==> config.mk <==
export PLATFORM = sky130hd
export DESIGN_NAME = ascii_to_integer_parser_core
export DESIGN_NICKNAME = d
export VERILOG_FILES = /design/src/design/a2i_pkg.sv /design/src/design/ascii_to_integer_parser_core.sv /design/src/design/a2i_front.sv /design/src/design/a2i_queue.sv /design/src/design/a2i_back.sv
export SDC_FILE = /design/constraint.sdc
export NUM_CORES = 1
export LEC_CHECK = 0
export BUFFER_PORTS_ARGS = -buffer_cell sky130_fd_sc_hd__buf_2
export CAP_MARGIN = 20
export CORE_MARGIN = 3
export CORE_UTILIZATION = 45
export DETAILED_ROUTE_END_ITERATION = 6
export HOLD_SLACK_MARGIN = 0.02
export PLACE_DENSITY = 0.63
export SLEW_MARGIN = 15
export SYNTH_ARGS = -nofsm -noshare
export SYNTH_HDL_FRONTEND = slang
export SYNTH_SLANG_ARGS = --single-unit
==> constraint.sdc <==
create_clock -name clk -period 15.5 [get_ports clk]
set_input_delay 2.325 -clock clk [delete_from_list [all_inputs] [get_ports clk]]
set_output_delay 2.325 -clock clk [all_outputs]
set_load 0.02 [all_outputs]
==> src/design/a2i_pkg.sv <==
// ============================================================================
// ASCII to integer parser package
// Shared widths, output word layout and the classified character word that
// travels from the front end through the queue to the back end.
// ============================================================================
`default_nettype none

package a2i_pkg;

	// Longest position tracked; the character index saturates here.
	localparam int MAX_LEN = 4096;
	localparam int IDX_W   = $clog2(MAX_LEN + 1);

	localparam int CHAR_W  = 8;
	localparam int RADIX_W = 5;
	localparam int DIGIT_W = 5;
	localparam int VALUE_W = 64;

	// Radix after reset.
	localparam logic [RADIX_W-1:0] RADIX_RESET = RADIX_W'(10);

	// Digit code of a character that is no digit in any base.
	localparam logic [DIGIT_W-1:0] NOT_DIGIT = DIGIT_W'(16);

	// Result word layout, lowest bit first: value, stop index, overflow, digits seen.
	localparam int OUT_STOP_LSB = VALUE_W;
	localparam int OUT_OVF_BIT  = OUT_STOP_LSB + IDX_W;
	localparam int OUT_SEEN_BIT = OUT_OVF_BIT + 1;
	localparam int OUT_USED_W   = OUT_SEEN_BIT + 1;
	localparam int OUT_W        = ((OUT_USED_W + 7) / 8) * 8;

	// Queue between the front and back ends.
	localparam int QUEUE_AW    = 1;
	localparam int QUEUE_DEPTH = 1 << QUEUE_AW;

	// One character after classification.
	typedef struct packed {
		logic [DIGIT_W-1:0] digit;    // digit value, NOT_DIGIT when none
		logic               is_space;
		logic               is_minus;
		logic               pfx_hex;  // x or X
		logic               pfx_bin;  // b or B
		logic               pfx_dec;  // d or D
		logic               last;
	} class_t;

endpackage

`default_nettype wire

==> src/design/ascii_to_integer_parser_core.sv <==
// ============================================================================
// ASCII to integer parser
// Converts a character stream into signed 64-bit integers in the manner of
// strtoll, with white space skip, minus sign and base prefix detection.
// ============================================================================
// Usage:
// Characters arrive one word at a time on the s_axis channel, tdata holding
// the character and tlast marking the final character of a string. Each
// string yields one result word on the m_axis channel when its final
// character has been processed: value, stop index, overflow and digits seen.
// The radix register (2 to 16, or 0 for prefix detection) is written through
// radix_wr_en and radix_wr_data by the user, between strings only (unchecked).
// Throughput is one character per cycle while the queue has room, set by the
// single multiply-add by the base in the back end. A final character is
// queued, then popped into the result register as a result word.
// Reset clears the queue, the parse state and the result register and sets
// the radix to 10. When the receiver stalls, the result word is held, the
// back end keeps consuming characters up to the next final character, then
// the two-entry queue fills and s_axis_tready drops.
// ============================================================================
`default_nettype none

module ascii_to_integer_parser_core (
	input  wire logic                          clk,
	input  wire logic                          arst_n,
	input  wire logic                          radix_wr_en,
	input  wire logic [a2i_pkg::RADIX_W-1:0]   radix_wr_data,
	input  wire logic                          s_axis_tvalid,
	output logic                               s_axis_tready,
	input  wire logic [a2i_pkg::CHAR_W-1:0]    s_axis_tdata,  // [7:0] char_code
	input  wire logic                          s_axis_tlast,  // last_char
	output logic                               m_axis_tvalid,
	input  wire logic                          m_axis_tready,
	// [63:0] value, [76:64] stop_index, [77] overflowed, [78] digits_seen
	output logic [a2i_pkg::OUT_W-1:0]          m_axis_tdata
);
	import a2i_pkg::*;

	logic   queue_ready;
	logic   push;
	class_t push_data;
	logic   q_valid;
	logic   q_pop;
	class_t q_data;

	// Character classification and input handshake.
	a2i_front u_front (
		.s_axis_tvalid (s_axis_tvalid),
		.s_axis_tready (s_axis_tready),
		.s_axis_tdata  (s_axis_tdata),
		.s_axis_tlast  (s_axis_tlast),
		.queue_ready   (queue_ready),
		.push          (push),
		.push_data     (push_data)
	);

	// Queue between the two halves.
	a2i_queue u_queue (
		.clk       (clk),
		.arst_n    (arst_n),
		.push      (push),
		.push_data (push_data),
		.ready     (queue_ready),
		.pop       (q_pop),
		.valid     (q_valid),
		.pop_data  (q_data)
	);

	// Parse state machine and result register.
	a2i_back u_back (
		.clk           (clk),
		.arst_n        (arst_n),
		.radix_wr_en   (radix_wr_en),
		.radix_wr_data (radix_wr_data),
		.q_valid       (q_valid),
		.q_data        (q_data),
		.q_pop         (q_pop),
		.m_axis_tvalid (m_axis_tvalid),
		.m_axis_tready (m_axis_tready),
		.m_axis_tdata  (m_axis_tdata)
	);

endmodule

`default_nettype wire

==> src/design/a2i_front.sv <==
// ============================================================================
// ASCII to integer parser front end
// Accepts input words and classifies each character: digit value, white
// space, minus sign and prefix letters. The result is pushed into the queue.
// ============================================================================
`default_nettype none

module a2i_front (
	input  wire logic                        s_axis_tvalid,
	output logic                             s_axis_tready,
	input  wire logic [a2i_pkg::CHAR_W-1:0]  s_axis_tdata,  // [7:0] char_code
	input  wire logic                        s_axis_tlast,  // last_char
	input  wire logic                        queue_ready,
	output logic                             push,
	output a2i_pkg::class_t                  push_data
);
	import a2i_pkg::*;

	localparam logic [CHAR_W-1:0] CH_ZERO  = 8'h30;
	localparam logic [CHAR_W-1:0] CH_NINE  = 8'h39;
	localparam logic [CHAR_W-1:0] CH_UP_A  = 8'h41;
	localparam logic [CHAR_W-1:0] CH_UP_F  = 8'h46;
	localparam logic [CHAR_W-1:0] CH_LO_A  = 8'h61;
	localparam logic [CHAR_W-1:0] CH_LO_F  = 8'h66;
	localparam logic [CHAR_W-1:0] CH_TAB   = 8'h09;
	localparam logic [CHAR_W-1:0] CH_CR    = 8'h0D;
	localparam logic [CHAR_W-1:0] CH_SPACE = 8'h20;
	localparam logic [CHAR_W-1:0] CH_MINUS = 8'h2D;
	localparam logic [CHAR_W-1:0] CH_UP_X  = 8'h58;
	localparam logic [CHAR_W-1:0] CH_LO_X  = 8'h78;
	localparam logic [CHAR_W-1:0] CH_UP_B  = 8'h42;
	localparam logic [CHAR_W-1:0] CH_LO_B  = 8'h62;
	localparam logic [CHAR_W-1:0] CH_UP_D  = 8'h44;
	localparam logic [CHAR_W-1:0] CH_LO_D  = 8'h64;
	// Offsets that map letters onto digit values 10 to 15.
	localparam logic [CHAR_W-1:0] UP_OFFSET = 8'h37;
	localparam logic [CHAR_W-1:0] LO_OFFSET = 8'h57;

	// Digit value of a character in the widest base.
	function automatic logic [DIGIT_W-1:0] digit_of(input logic [CHAR_W-1:0] c);
		logic [DIGIT_W-1:0] d;
		d = NOT_DIGIT;
		if (c inside {[CH_ZERO:CH_NINE]}) begin
			d = DIGIT_W'(c - CH_ZERO);
		end else if (c inside {[CH_UP_A:CH_UP_F]}) begin
			d = DIGIT_W'(c - UP_OFFSET);
		end else if (c inside {[CH_LO_A:CH_LO_F]}) begin
			d = DIGIT_W'(c - LO_OFFSET);
		end
		return d;
	endfunction

	// Handshake: a word is taken whenever the queue has room.
	assign s_axis_tready = queue_ready;
	assign push          = s_axis_tvalid && queue_ready;

	// Character classification.
	always_comb begin
		push_data.digit    = digit_of(s_axis_tdata);
		push_data.is_space = (s_axis_tdata == CH_SPACE) ||
		                     (s_axis_tdata inside {[CH_TAB:CH_CR]});
		push_data.is_minus = (s_axis_tdata == CH_MINUS);
		push_data.pfx_hex  = (s_axis_tdata == CH_LO_X) || (s_axis_tdata == CH_UP_X);
		push_data.pfx_bin  = (s_axis_tdata == CH_LO_B) || (s_axis_tdata == CH_UP_B);
		push_data.pfx_dec  = (s_axis_tdata == CH_LO_D) || (s_axis_tdata == CH_UP_D);
		push_data.last     = s_axis_tlast;
	end

endmodule

`default_nettype wire

==> src/design/a2i_queue.sv <==
// ============================================================================
// ASCII to integer parser queue
// Short first-in first-out buffer of classified characters that lets the
// front and back ends stall independently.
// ============================================================================
`default_nettype none

module a2i_queue (
	input  wire logic            clk,
	input  wire logic            arst_n,
	input  wire logic            push,
	input  wire a2i_pkg::class_t push_data,
	output logic                 ready,
	input  wire logic            pop,
	output logic                 valid,
	output a2i_pkg::class_t      pop_data
);
	import a2i_pkg::*;

	class_t               entry_q [QUEUE_DEPTH];
	logic [QUEUE_AW-1:0]  wr_ptr_q;
	logic [QUEUE_AW-1:0]  rd_ptr_q;
	logic [QUEUE_AW:0]    count_q;

	assign ready    = (count_q != (QUEUE_AW+1)'(QUEUE_DEPTH));
	assign valid    = (count_q != '0);
	assign pop_data = entry_q[rd_ptr_q];

	// Storage, written at the tail.
	always_ff @(posedge clk) begin
		if (push) begin
			entry_q[wr_ptr_q] <= push_data;
		end
	end

	// Pointers and fill level.
	always_ff @(posedge clk or negedge arst_n) begin
		if (!arst_n) begin
			wr_ptr_q <= '0;
			rd_ptr_q <= '0;
			count_q  <= '0;
		end else begin
			if (push) begin
				wr_ptr_q <= wr_ptr_q + 1'b1;
			end
			if (pop) begin
				rd_ptr_q <= rd_ptr_q + 1'b1;
			end
			if (push && !pop) begin
				count_q <= count_q + 1'b1;
			end else if (pop && !push) begin
				count_q <= count_q - 1'b1;
			end
		end
	end

endmodule

`default_nettype wire

==> src/design/a2i_back.sv <==
// ============================================================================
// ASCII to integer parser back end
// Runs the parse state machine on one classified character per cycle unless
// stalled, accumulates the magnitude and holds the result for the receiver.
// ============================================================================
`default_nettype none

module a2i_back (
	input  wire logic                          clk,
	input  wire logic                          arst_n,
	input  wire logic                          radix_wr_en,
	input  wire logic [a2i_pkg::RADIX_W-1:0]   radix_wr_data,
	input  wire logic                          q_valid,
	input  wire a2i_pkg::class_t               q_data,
	output logic                               q_pop,
	output logic                               m_axis_tvalid,
	input  wire logic                          m_axis_tready,
	output logic [a2i_pkg::OUT_W-1:0]          m_axis_tdata
);
	import a2i_pkg::*;

	localparam int PROD_W = VALUE_W + RADIX_W;

	typedef enum logic [2:0] {
		PH_WS,
		PH_SIGN,
		PH_ZERO,
		PH_PREFIX,
		PH_DIGITS,
		PH_DONE
	} phase_t;

	localparam logic [RADIX_W-1:0] BASE_BIN = RADIX_W'(2);
	localparam logic [RADIX_W-1:0] BASE_OCT = RADIX_W'(8);
	localparam logic [RADIX_W-1:0] BASE_DEC = RADIX_W'(10);
	localparam logic [RADIX_W-1:0] BASE_HEX = RADIX_W'(16);
	localparam logic [RADIX_W-1:0] RADIX_AUTO = '0;
	localparam logic [DIGIT_W-1:0] DIGIT_ZERO = '0;
	localparam logic [DIGIT_W-1:0] DIGIT_OCT  = DIGIT_W'(8);
	localparam logic [DIGIT_W-1:0] DIGIT_DEC  = DIGIT_W'(10);
	localparam logic [IDX_W-1:0]   IDX_MAX    = IDX_W'(MAX_LEN);

	logic [RADIX_W-1:0] radix_q;

	phase_t             phase_q, phase_d;
	logic [VALUE_W-1:0] mag_q, mag_d;
	logic [RADIX_W-1:0] base_q, base_d;
	logic               neg_q, neg_d;
	logic [IDX_W-1:0]   idx_q, idx_next;
	logic [IDX_W-1:0]   stop_q, stop_d;
	logic               ovf_q, ovf_d;

	logic               start;
	logic               take;
	logic [RADIX_W-1:0] base_sel;
	logic [PROD_W-1:0]  prod;
	logic [VALUE_W-1:0] limit;
	logic [VALUE_W-1:0] value_out;

	logic               out_valid_q;
	logic [OUT_W-1:0]   out_data_q;

	// Radix register, written by the user between strings only (unchecked).
	always_ff @(posedge clk or negedge arst_n) begin
		if (!arst_n) begin
			radix_q <= RADIX_RESET;
		end else if (radix_wr_en) begin
			radix_q <= radix_wr_data;
		end
	end

	// A final character waits while the result register is still occupied.
	assign q_pop = q_valid && (!q_data.last || !out_valid_q || m_axis_tready);

	// Saturating character position.
	assign idx_next = (idx_q == IDX_MAX) ? IDX_MAX : idx_q + 1'b1;

	// Saturation bound: 2^63 for a negative number, 2^63-1 otherwise.
	assign limit = {neg_d, {(VALUE_W-1){~neg_d}}};

	// One multiply-add by the base per digit.
	assign prod = PROD_W'(mag_q) * PROD_W'(base_sel) + PROD_W'(q_data.digit);

	// Next parse state for the character at the head of the queue.
	always_comb begin
		phase_d  = phase_q;
		mag_d    = mag_q;
		base_d   = base_q;
		neg_d    = neg_q;
		stop_d   = stop_q;
		ovf_d    = ovf_q;
		start    = 1'b0;
		take     = 1'b0;
		base_sel = base_q;

		case (phase_q)
			PH_WS: begin
				if (q_data.is_space) begin
					phase_d = PH_WS;
				end else if (q_data.is_minus) begin
					neg_d   = 1'b1;
					phase_d = PH_SIGN;
				end else begin
					start = 1'b1;
				end
			end
			PH_SIGN: begin
				start = 1'b1;
			end
			PH_ZERO: begin
				if (q_data.pfx_hex) begin
					base_d  = BASE_HEX;
					phase_d = PH_PREFIX;
				end else if (q_data.pfx_bin) begin
					base_d  = BASE_BIN;
					phase_d = PH_PREFIX;
				end else if (q_data.pfx_dec) begin
					base_d  = BASE_DEC;
					phase_d = PH_PREFIX;
				end else if (q_data.digit < DIGIT_DEC) begin
					// A zero followed by a digit: octal unless the digit is 8 or 9.
					base_sel = (q_data.digit < DIGIT_OCT) ? BASE_OCT : BASE_DEC;
					base_d   = base_sel;
					take     = 1'b1;
				end else begin
					phase_d = PH_DONE;
				end
			end
			PH_PREFIX, PH_DIGITS: begin
				take = 1'b1;
			end
			default: begin
				phase_d = phase_q;
			end
		endcase

		// First character of the number proper; the radix is sampled here.
		if (start) begin
			if (radix_q == RADIX_AUTO) begin
				base_sel = BASE_DEC;
				base_d   = BASE_DEC;
				if (q_data.digit == DIGIT_ZERO) begin
					mag_d   = '0;
					stop_d  = idx_next;
					phase_d = PH_ZERO;
				end else begin
					take = 1'b1;
				end
			end else begin
				base_sel = (radix_q >= BASE_BIN && radix_q <= BASE_HEX) ? radix_q : '0;
				base_d   = base_sel;
				take     = 1'b1;
			end
		end

		// Digit accumulation with saturation.
		if (take) begin
			if (DIGIT_W'(base_sel) <= q_data.digit || base_sel < BASE_BIN) begin
				phase_d = PH_DONE;
			end else begin
				if (prod > PROD_W'(limit)) begin
					ovf_d = 1'b1;
					mag_d = limit;
				end else begin
					mag_d = prod[VALUE_W-1:0];
				end
				stop_d  = idx_next;
				phase_d = PH_DIGITS;
			end
		end
	end

	assign value_out = neg_d ? (~mag_d + 1'b1) : mag_d;

	// Parse state and result register.
	always_ff @(posedge clk or negedge arst_n) begin
		if (!arst_n) begin
			phase_q     <= PH_WS;
			mag_q       <= '0;
			base_q      <= '0;
			neg_q       <= 1'b0;
			idx_q       <= '0;
			stop_q      <= '0;
			ovf_q       <= 1'b0;
			out_valid_q <= 1'b0;
			out_data_q  <= '0;
		end else begin
			// A new result word replaces one that leaves in the same cycle.
			if (q_pop && q_data.last) begin
				out_valid_q <= 1'b1;
			end else if (m_axis_tready) begin
				out_valid_q <= 1'b0;
			end
			if (q_pop) begin
				if (q_data.last) begin
					phase_q     <= PH_WS;
					mag_q       <= '0;
					base_q      <= '0;
					neg_q       <= 1'b0;
					idx_q       <= '0;
					stop_q      <= '0;
					ovf_q       <= 1'b0;
					out_data_q  <= OUT_W'({(stop_d != '0), ovf_d, stop_d, value_out});
				end else begin
					phase_q <= phase_d;
					mag_q   <= mag_d;
					base_q  <= base_d;
					neg_q   <= neg_d;
					idx_q   <= idx_next;
					stop_q  <= stop_d;
					ovf_q   <= ovf_d;
				end
			end
		end
	end

	assign m_axis_tvalid = out_valid_q;
	assign m_axis_tdata  = out_data_q;

endmodule

`default_nettype wire

* After elaboration in Yosys (flattened, before gate mapping)
Memory sizes are Yosys's and may differ from the RTL's.
Index checks and enable logic that the tools add are counted.
** Word-level totals
- Register bits :: 189
- Memories :: 1
- Output and inout bits :: 82
- Memory bits (writable) :: 22
- Logic and storage cells :: 160
- Input port bits :: 19
** Operators by class
- $mul :: 1
- Multiplexer cells :: 72
- $lt $le $gt $ge :: 15
- Bitwise operators :: 2
- Equality and inequality tests :: 14
- $add $sub $neg :: 10
- Reductions and logical operators :: 32
** Memory list
- u_queue.entry_q :: depth 2, width 11, read ports 1, clocked after Yosys merged registers in 0, wr ports 1, line a2i_queue.sv:20 : class_t entry_q [QUEUE_DEPTH];
** Operators by type and width (number)
- two-way mux 64 bit :: 8
- two-way mux 13 bit :: 8
- two-way mux 5 bit :: 17
- adder 69 x 5 -> 69 bit :: 1
- > comparator 69 x 64 -> 1 bit :: 1
- multiplier 64 x 5 -> 69 bit :: 1
- adder 64 x 1 -> 64 bit (second input constant) :: 1
- NOT 64 bit :: 1
- == test 8 x 7 -> 1 bit (second input constant) :: 6
- two-way mux 3 bit :: 11
- two-way mux 1 bit :: 22
- == test 8 x 6 -> 1 bit (second input constant) :: 2
- greater-or-equal comparator 8 x 7 -> 1 bit (second input constant) :: 2
- less-or-equal comparator 8 x 7 -> 1 bit (second input constant) :: 2
- subtractor 5 bit (second input constant) :: 3
- adder 13 x 1 -> 13 bit (second input constant) :: 1
- == test 13 bit (second input constant) :: 1
- nonzero test 13 bit :: 1
- logical AND 1 bit :: 10
- logical NOT 5 bit :: 2
- less-than comparator 5 x 4 -> 1 bit (second input constant) :: 2
- greater-or-equal comparator 8 x 4 -> 1 bit (second input constant) :: 1
- greater-or-equal comparator 8 x 6 -> 1 bit (second input constant) :: 1
- less-or-equal comparator 8 x 4 -> 1 bit (second input constant) :: 1
- 23 further kinds :: 40

* Depth between registers and ports, before layout
An unclocked memory read counts as a cell.
- Depth after elaboration :: 18
- Gate-level depth with buffers :: 51
- Mapped depth without buffers :: 38

* Cells and area by module
Synthesis repeated with hierarchy kept, for this count alone.
** Second synthesis, totals
- Cells, all modules :: 3130
- Area, all modules :: 25479.4 µm²
** Modules (own cells, without submodules)
- a2i_back :: instances 1, cells each 3037, area each 24121.9 µm², seq. area each 4631.9 µm²
- a2i_queue :: instances 1, cells each 50, area each 1018.5 µm², seq. area each 760.7 µm²
- a2i_front :: instances 1, cells each 43, area each 339.1 µm², seq. area each 0.0 µm²

* Worst setup path before layout
No wires, ideal clock.
- Kind :: reg2reg
- Start point :: reg u_queue.rd_ptr_q
- End point :: reg u_back.out_data_q[50] (netlist: u_back.m_axis_tdata[50])
- Buffers on the path :: 12
- Period minus slack after synthesis :: 11.171 ns
- Required time :: 15.431 ns
- Data arrival time :: 11.102 ns
- Library setup time :: 0.069 ns
- Slack :: 4.329 ns
- Cell stages (with the launch flop) :: 48
- Path through :: dfrtp_1 > buf_2 > buf_2 > nor3_1 > o31ai_1 > buf_2 > o21a_1 > a22oi_1 > clkbuf_1 > clkbuf_1 > and2_1 > fa_1 > inv_1 > fa_1 > fa_1 > inv_1 > ha_1 > buf_2 > [... 12 more ...] > or3_1 > o32ai_1 > o211ai_2 > o41a_4 > buf_2 > clkbuf_1 > buf_1 > clkbuf_1 > a221oi_1 > ha_1 > o21ai_0 > a21oi_1 > nand4bb_1 > clkbuf_1 > or4_1 > buf_2 > or4_1 > nand3_1
** Between the ends
- Longest elaborated chain between the ends :: 18
- Elaborated cells on any way between the ends :: 46
- Those cells by class :: 2 x add/sub; 1 x mul; 5 x order compare; 28 x mux; 2 x bitwise; 7 x reduce/logical; 1 x memory
** Ends and longest elaborated chain
- start, declared :: line a2i_queue.sv:22 : logic [QUEUE_AW-1:0] rd_ptr_q;
- start signal, assigned :: line a2i_queue.sv:47 : rd_ptr_q <= rd_ptr_q + 1'b1;
- memory (2 x 11 bit) (*)
- less-than comparator 5 x 4 -> 1 bit :: line a2i_back.sv:122 : base_sel = (q_data.digit < DIGIT_OCT) ? BASE_OCT : BASE_DEC;
- two-way mux 2 bit :: line a2i_back.sv:122
- two-way mux 5 bit :: line a2i_back.sv:120 : end else if (q_data.digit < DIGIT_DEC) begin
- two-way mux 5 bit :: line a2i_back.sv:117 : end else if (q_data.pfx_dec) begin
- two-way mux 5 bit :: line a2i_back.sv:114 : end else if (q_data.pfx_bin) begin
- two-way mux 5 bit :: line a2i_back.sv:111 : if (q_data.pfx_hex) begin
- two-way mux 5 bit :: line a2i_back.sv:96 : case (phase_q)
- [... 2 more ...]
- adder 69 x 5 -> 69 bit :: line a2i_back.sv:82 : assign prod = PROD_W'(mag_q) * PROD_W'(base_sel) + PROD_W'(q_data.digit);
- > comparator 69 x 64 -> 1 bit :: line a2i_back.sv:161 : if (prod > PROD_W'(limit)) begin
- two-way mux 64 bit :: line a2i_back.sv:161
- two-way mux 64 bit :: line a2i_back.sv:158 : if (DIGIT_W'(base_sel) <= q_data.digit || base_sel < BASE_BIN) begin
- two-way mux 64 bit :: line a2i_back.sv:157 : if (take) begin
- NOT 64 bit :: line a2i_back.sv:173 : assign value_out = neg_d ? (~mag_d + 1'b1) : mag_d;
- adder 64 x 1 -> 64 bit :: line a2i_back.sv:173
- two-way mux 64 bit :: line a2i_back.sv:173
- end signal, assigned :: line a2i_back.sv:203 : out_data_q <= OUT_W'({(stop_d != '0), ovf_d, stop_d, value_out});
- end, declared :: line a2i_back.sv:61 : logic [OUT_W-1:0] out_data_q;
Every way passes the cells marked *; elsewhere a longest branch is shown, timed or not.
A chain may end at the register's enable or synchronous reset.

* Worst setup path in the final report
Same ends and word-level chain as after synthesis.

==> impl_table.tex <==
\begin{tabular}{lr}
\hline
Metric & Value \\
\hline
\multicolumn{2}{l}{\textbf{Outcome}} \\
\quad Result of the run & finished, final reports clean \\
\multicolumn{2}{l}{\textbf{Place}} \\
\quad Placed cells & 3822 \\
\quad Input/output buffers & 99 \\
\quad Detailed placement HPWL & 63.0 mm \\
\quad Placement Cell Area & 26900 µm² \\
\quad GPL Wtd Cong & 0.969 \\
\multicolumn{2}{l}{\textbf{Synthesis}} \\
\quad \#FFs+latches synth & 211 \\
\quad Commonest register cell after synthesis & sky130\_fd\_sc\_hd\_\_dfrtp\_1 \\
\quad Synthesized netlist net count & 3541 \\
\quad Fraction of registers with async set or reset after synthesis & 0.896 \\
\quad Synthesized instance count & 3117 \\
\quad Post-synth top area cell & sky130\_fd\_sc\_hd\_\_dfrtp\_1 \\
\quad Number of unique standard cell types used by synthesis & 101 \\
\quad Syn\_area\_per\_cell & 8.28 µm² \\
\quad Number of enable flip-flop cells after synthesis & 22 \\
\quad Area share of the largest cell type after synthesis & 0.181 \\
\quad Post-synth design cell area & 25800 µm² \\
\quad Part of the Yosys area used for sequential elements & 0.209 \\
\quad Yosys warning total & 0 \\
\quad Cell types with the largest area share after synthesis & sky130\_fd\_sc\_hd\_\_dfrtp\_1 (18\%), sky130\_fd\_sc\_hd\_\_fa\_1 (15\%), sky130\_fd\_sc\_hd\_\_ha\_1 (10\%), sky130\_fd\_sc\_hd\_\_and2\_1 (6.5\%), sky130\_fd\_sc\_hd\_\_nand2\_1 (5.2\%) \\
\multicolumn{2}{l}{\textbf{Die}} \\
\quad Effective utilization at floorplan & 0.456 \\
\quad Cell Rows & 87 \\
\quad Die width & 246 µm \\
\quad Placeable core region & 56600 µm² \\
\quad IO Pins & 101 \\
\quad Die Area & 60300 µm² \\
\quad Die Span Y & 246 µm \\
\multicolumn{2}{l}{\textbf{Job}} \\
\quad Number of maximum-capacitance constraint violations & 0 \\
\multicolumn{2}{l}{\textbf{Worst hold path}} \\
\quad Type of the most critical hold path & register to register \\
\quad Min-delay src & u\_back.m\_axis\_tdata[3]\$\_DFFE\_PN0P\_ \\
\multicolumn{2}{l}{\textbf{Power}} \\
\quad Pwr dens & 123 nW/µm² \\
\quad Leak pwr & 0.0135 µW \\
\quad IR drop worst, VDD & 134 µV \\
\multicolumn{2}{l}{\textbf{Clock tree}} \\
\quad CTS Hold Buffers Added & 0 \\
\quad Clock-pin slew reported for the worst setup and hold paths after clock tree synthesis & 0.07 ns \\
\quad Clock root cell & sky130\_fd\_sc\_hd\_\_clkbuf\_16 \\
\quad Post-CTS repair timing setup buffer count & 0 \\
\quad Worst-case clock buffer depth & 3 \\
\quad Clock buffers created by TritonCTS & 24 \\
\quad Insertion delay to the later sink of the worst-skew pair & 0.57 ns \\
\quad Number of levels the H-tree was split into & 1 \\
\quad \# resized after CTS & 0 \\
\quad Number of clock sinks seen by CTS & 211 \\
\quad CTS tree & built \\
\multicolumn{2}{l}{\textbf{Worst setup path}} \\
\quad Critical path arrival & 13.96 ns \\
\quad Critical path data required time & 16.01 ns \\
\quad Start point of the critical path & u\_queue.rd\_ptr\_q\$\_DFFE\_PN0P\_ \\
\quad Slowest library cell on the worst path & sky130\_fd\_sc\_hd\_\_dfrtp\_1 \\
\quad Endpoint class of the critical path & register \\
\quad R2R Path Start & u\_queue.rd\_ptr\_q\$\_DFFE\_PN0P\_ \\
\quad Critical path type & register to register \\
\quad Critical Path Max Stage Delay & 0.81 ns \\
\quad Startpoint type of the worst setup path & register \\
\quad Maximum fanout along the worst path & 65 \\
\multicolumn{2}{l}{\textbf{Routing}} \\
\quad Iteration-0 DRC count of the detailed router & 2123 \\
\quad Antenna viol nets, final & 0 \\
\quad Avg WL per Cell & 21.6 µm \\
\quad Number of detailed-route iterations in the first pass & 6 \\
\quad Via density & 6.15 \\
\quad Count of unresolved DRC violations after routing & 0 \\
\quad Overall routed net length & 83.8 mm \\
\quad Total number of vias & 23800 \\
\multicolumn{2}{l}{\textbf{STA}} \\
\quad Hold Violations, Final & 0 \\
\quad Setup violations, final & 0 \\
\quad RSZ-0062 raised after global routing & false \\
\quad Pin slew with the least headroom to its limit & 1.27 ns \\
\quad Setup\_tns & 0 ns \\
\quad Fin crit period & 13.45 ns \\
\quad Clk\_skew & 0.0274 ns \\
\quad Share of the cycle needed by the critical path after routing & 0.868 \\
\quad Achievable frequency & 0.0743 GHz \\
\quad Relative slew margins & 0.140 \\
\quad Final count of pins violating max slew & 0 \\
\quad Worst Hold Margin & 0.468 ns \\
\multicolumn{2}{l}{\textbf{Final layout}} \\
\quad Fill cell total of the finished layout & 5552 \\
\quad Leading cell types in the layout, fill and taps excluded & sky130\_fd\_sc\_hd\_\_nand2\_1 (359), sky130\_fd\_sc\_hd\_\_inv\_1 (310), sky130\_fd\_sc\_hd\_\_and2\_1 (267), sky130\_fd\_sc\_hd\_\_o21ai\_0 (249), sky130\_fd\_sc\_hd\_\_ha\_1 (214) \\
\quad Area growth from synthesis to layout & 7.44\% \\
\quad Final cell area excluding filler cells & 27700 µm² \\
\quad Number of nets in the layout & 3519 \\
\quad Diode insertion count for antenna repair & 0 \\
\quad Most common library cell in the layout ignoring fill and taps & sky130\_fd\_sc\_hd\_\_nand2\_1 \\
\quad Post-route insts no fill & 3869 \\
\quad Proportion of layout cells with a drive suffix above 1 & 0.0736 \\
\multicolumn{2}{l}{\textbf{GRT}} \\
\quad Largest net degree at the start of global routing & 116 \\
\quad Number of antenna violations at the first check in global routing & 2 \\
\quad Wire length of the first global-routing pass & 132 mm \\
\quad Total track usage & 0.274 \\
\quad Number of global-route vias before repair & 23400 \\
\quad Sum of overflow across all layers after global routing & 0 \\
\hline
\end{tabular}
[worst max-delay path, delay by kind of cell, from the launching register on]
family / cells / cell delay [ns]
DFF: 1 / 0.81
buffers and inverters: 4 / 1.01
muxes: 1 / 0.57
and+or+nand+nor: 13 / 3.80
AOI/OAI and AO/OA: 13 / 4.61
adders and majority gates: 6 / 2.50
[registers in the layout (all words and copies together) (netlist names)]
register	cells
u_back.ovf_q	1
u_back.phase_q	3
u_back.m_axis_tvalid	1
u_queue.count_q	2
u_back.mag_q	64
u_back.radix_q	5
u_back.stop_q	13
u_queue.entry_q	22
u_queue.rd_ptr_q	1
u_back.base_q	5
u_back.m_axis_tdata	79
u_back.neg_q	1
u_back.idx_q	13
u_queue.wr_ptr_q	1
[per-layer routing]
metal  track usage  vias to the layer above  wire, µm
met1         0.381                    11600     36200
met5             0                        -        18
met2         0.442                     1102     37800
met3        0.0353                      224      6480
met4        0.0931                        2      3240
li1              -                    10800         -
[synthesized netlist by cell type (16+ instances only)]
master	n
sky130_fd_sc_hd__o21ai_0	251
sky130_fd_sc_hd__a221oi_1	47
sky130_fd_sc_hd__a22o_1	16
sky130_fd_sc_hd__and2_1	268
sky130_fd_sc_hd__nand2_1	359
sky130_fd_sc_hd__nand2b_1	23
sky130_fd_sc_hd__nand4_1	63
sky130_fd_sc_hd__nand3_1	48
sky130_fd_sc_hd__o21a_1	22
sky130_fd_sc_hd__a21oi_1	143
sky130_fd_sc_hd__a31oi_1	24
sky130_fd_sc_hd__xnor2_1	64
sky130_fd_sc_hd__nor4_1	26
sky130_fd_sc_hd__nor2_1	150
sky130_fd_sc_hd__nor3_1	49
sky130_fd_sc_hd__o31ai_1	24
sky130_fd_sc_hd__edfxtp_1	22
sky130_fd_sc_hd__a221o_1	18
sky130_fd_sc_hd__clkbuf_1	134
sky130_fd_sc_hd__xor2_1	39
sky130_fd_sc_hd__buf_2	31
sky130_fd_sc_hd__or3_1	16
sky130_fd_sc_hd__inv_1	310
sky130_fd_sc_hd__a211oi_1	22
sky130_fd_sc_hd__dfrtp_1	187
sky130_fd_sc_hd__mux2i_1	17
sky130_fd_sc_hd__and3_1	28
sky130_fd_sc_hd__a22oi_1	21
sky130_fd_sc_hd__fa_1	191
sky130_fd_sc_hd__ha_1	214
sky130_fd_sc_hd__a21o_1	40
[power breakdown]
part	switching (µW)	total [µW]	internal, µW
logic	1500	2040	538
clock network	265	622	357
registers	99.5	767	667
[stage by stage]
stage / util / power [µW] / worst slack (ns)
floorplan: - / 2040 / 4.33
global placement: 0.474 / 2700 / 2.52
detailed placement: 0.474 / 2730 / 2.27
CTS: 0.489 / 3360 / 2.21
global route: 0.490 / 3620 / 1.26
finish: 0.490 / 3430 / 2.05
[path summary, 6_finish.rpt]
kind | end | slack [ns] | depth (start not counted)
max in group asynchronous | u_back.mag_q[55]$_DFFE_PN0P_ | 12.25 | 3
setup / recovery | u_back.m_axis_tdata[50]$_DFFE_PN0P_ | 2.05 | 37
hold / removal | u_back.m_axis_tdata[3]$_DFFE_PN0P_ | 0.47 | 2
setup reg to reg | u_back.m_axis_tdata[50]$_DFFE_PN0P_ | 2.05 | 37
min in group asynchronous | u_back.m_axis_tdata[17]$_DFFE_PN0P_ | 1.95 | 1
hold reg to reg | u_back.m_axis_tdata[3]$_DFFE_PN0P_ | 0.47 | 2
[cell type report]
cell class	count	area (µm²)	share of cell area
clock inverters	11	161	0.00582
repair buffers	130	767	0.0277
well taps	756	946	0.0341
clock buffers	33	674	0.0243
multi-input cells	2417	18600	0.672
inverters	311	1170	0.0421
flip-flops and latches	211	5390	0.194
[kinds of logic after synthesis]
family | after synthesis | synth area share
AND/OR/NAND/NOR | 1114 | 0.224
AO/OA/AOI/OAI | 771 | 0.198
buffers and inverters | 489 | 0.0731
adder cells (fa/ha/maj) | 405 | 0.252
flip-flops | 211 | 0.209
XOR/XNOR | 103 | 0.0349
multiplexers | 23 | 0.00921
other | 1 | 0.000145
No activity file was read; power rests on OpenSTA's default activity.
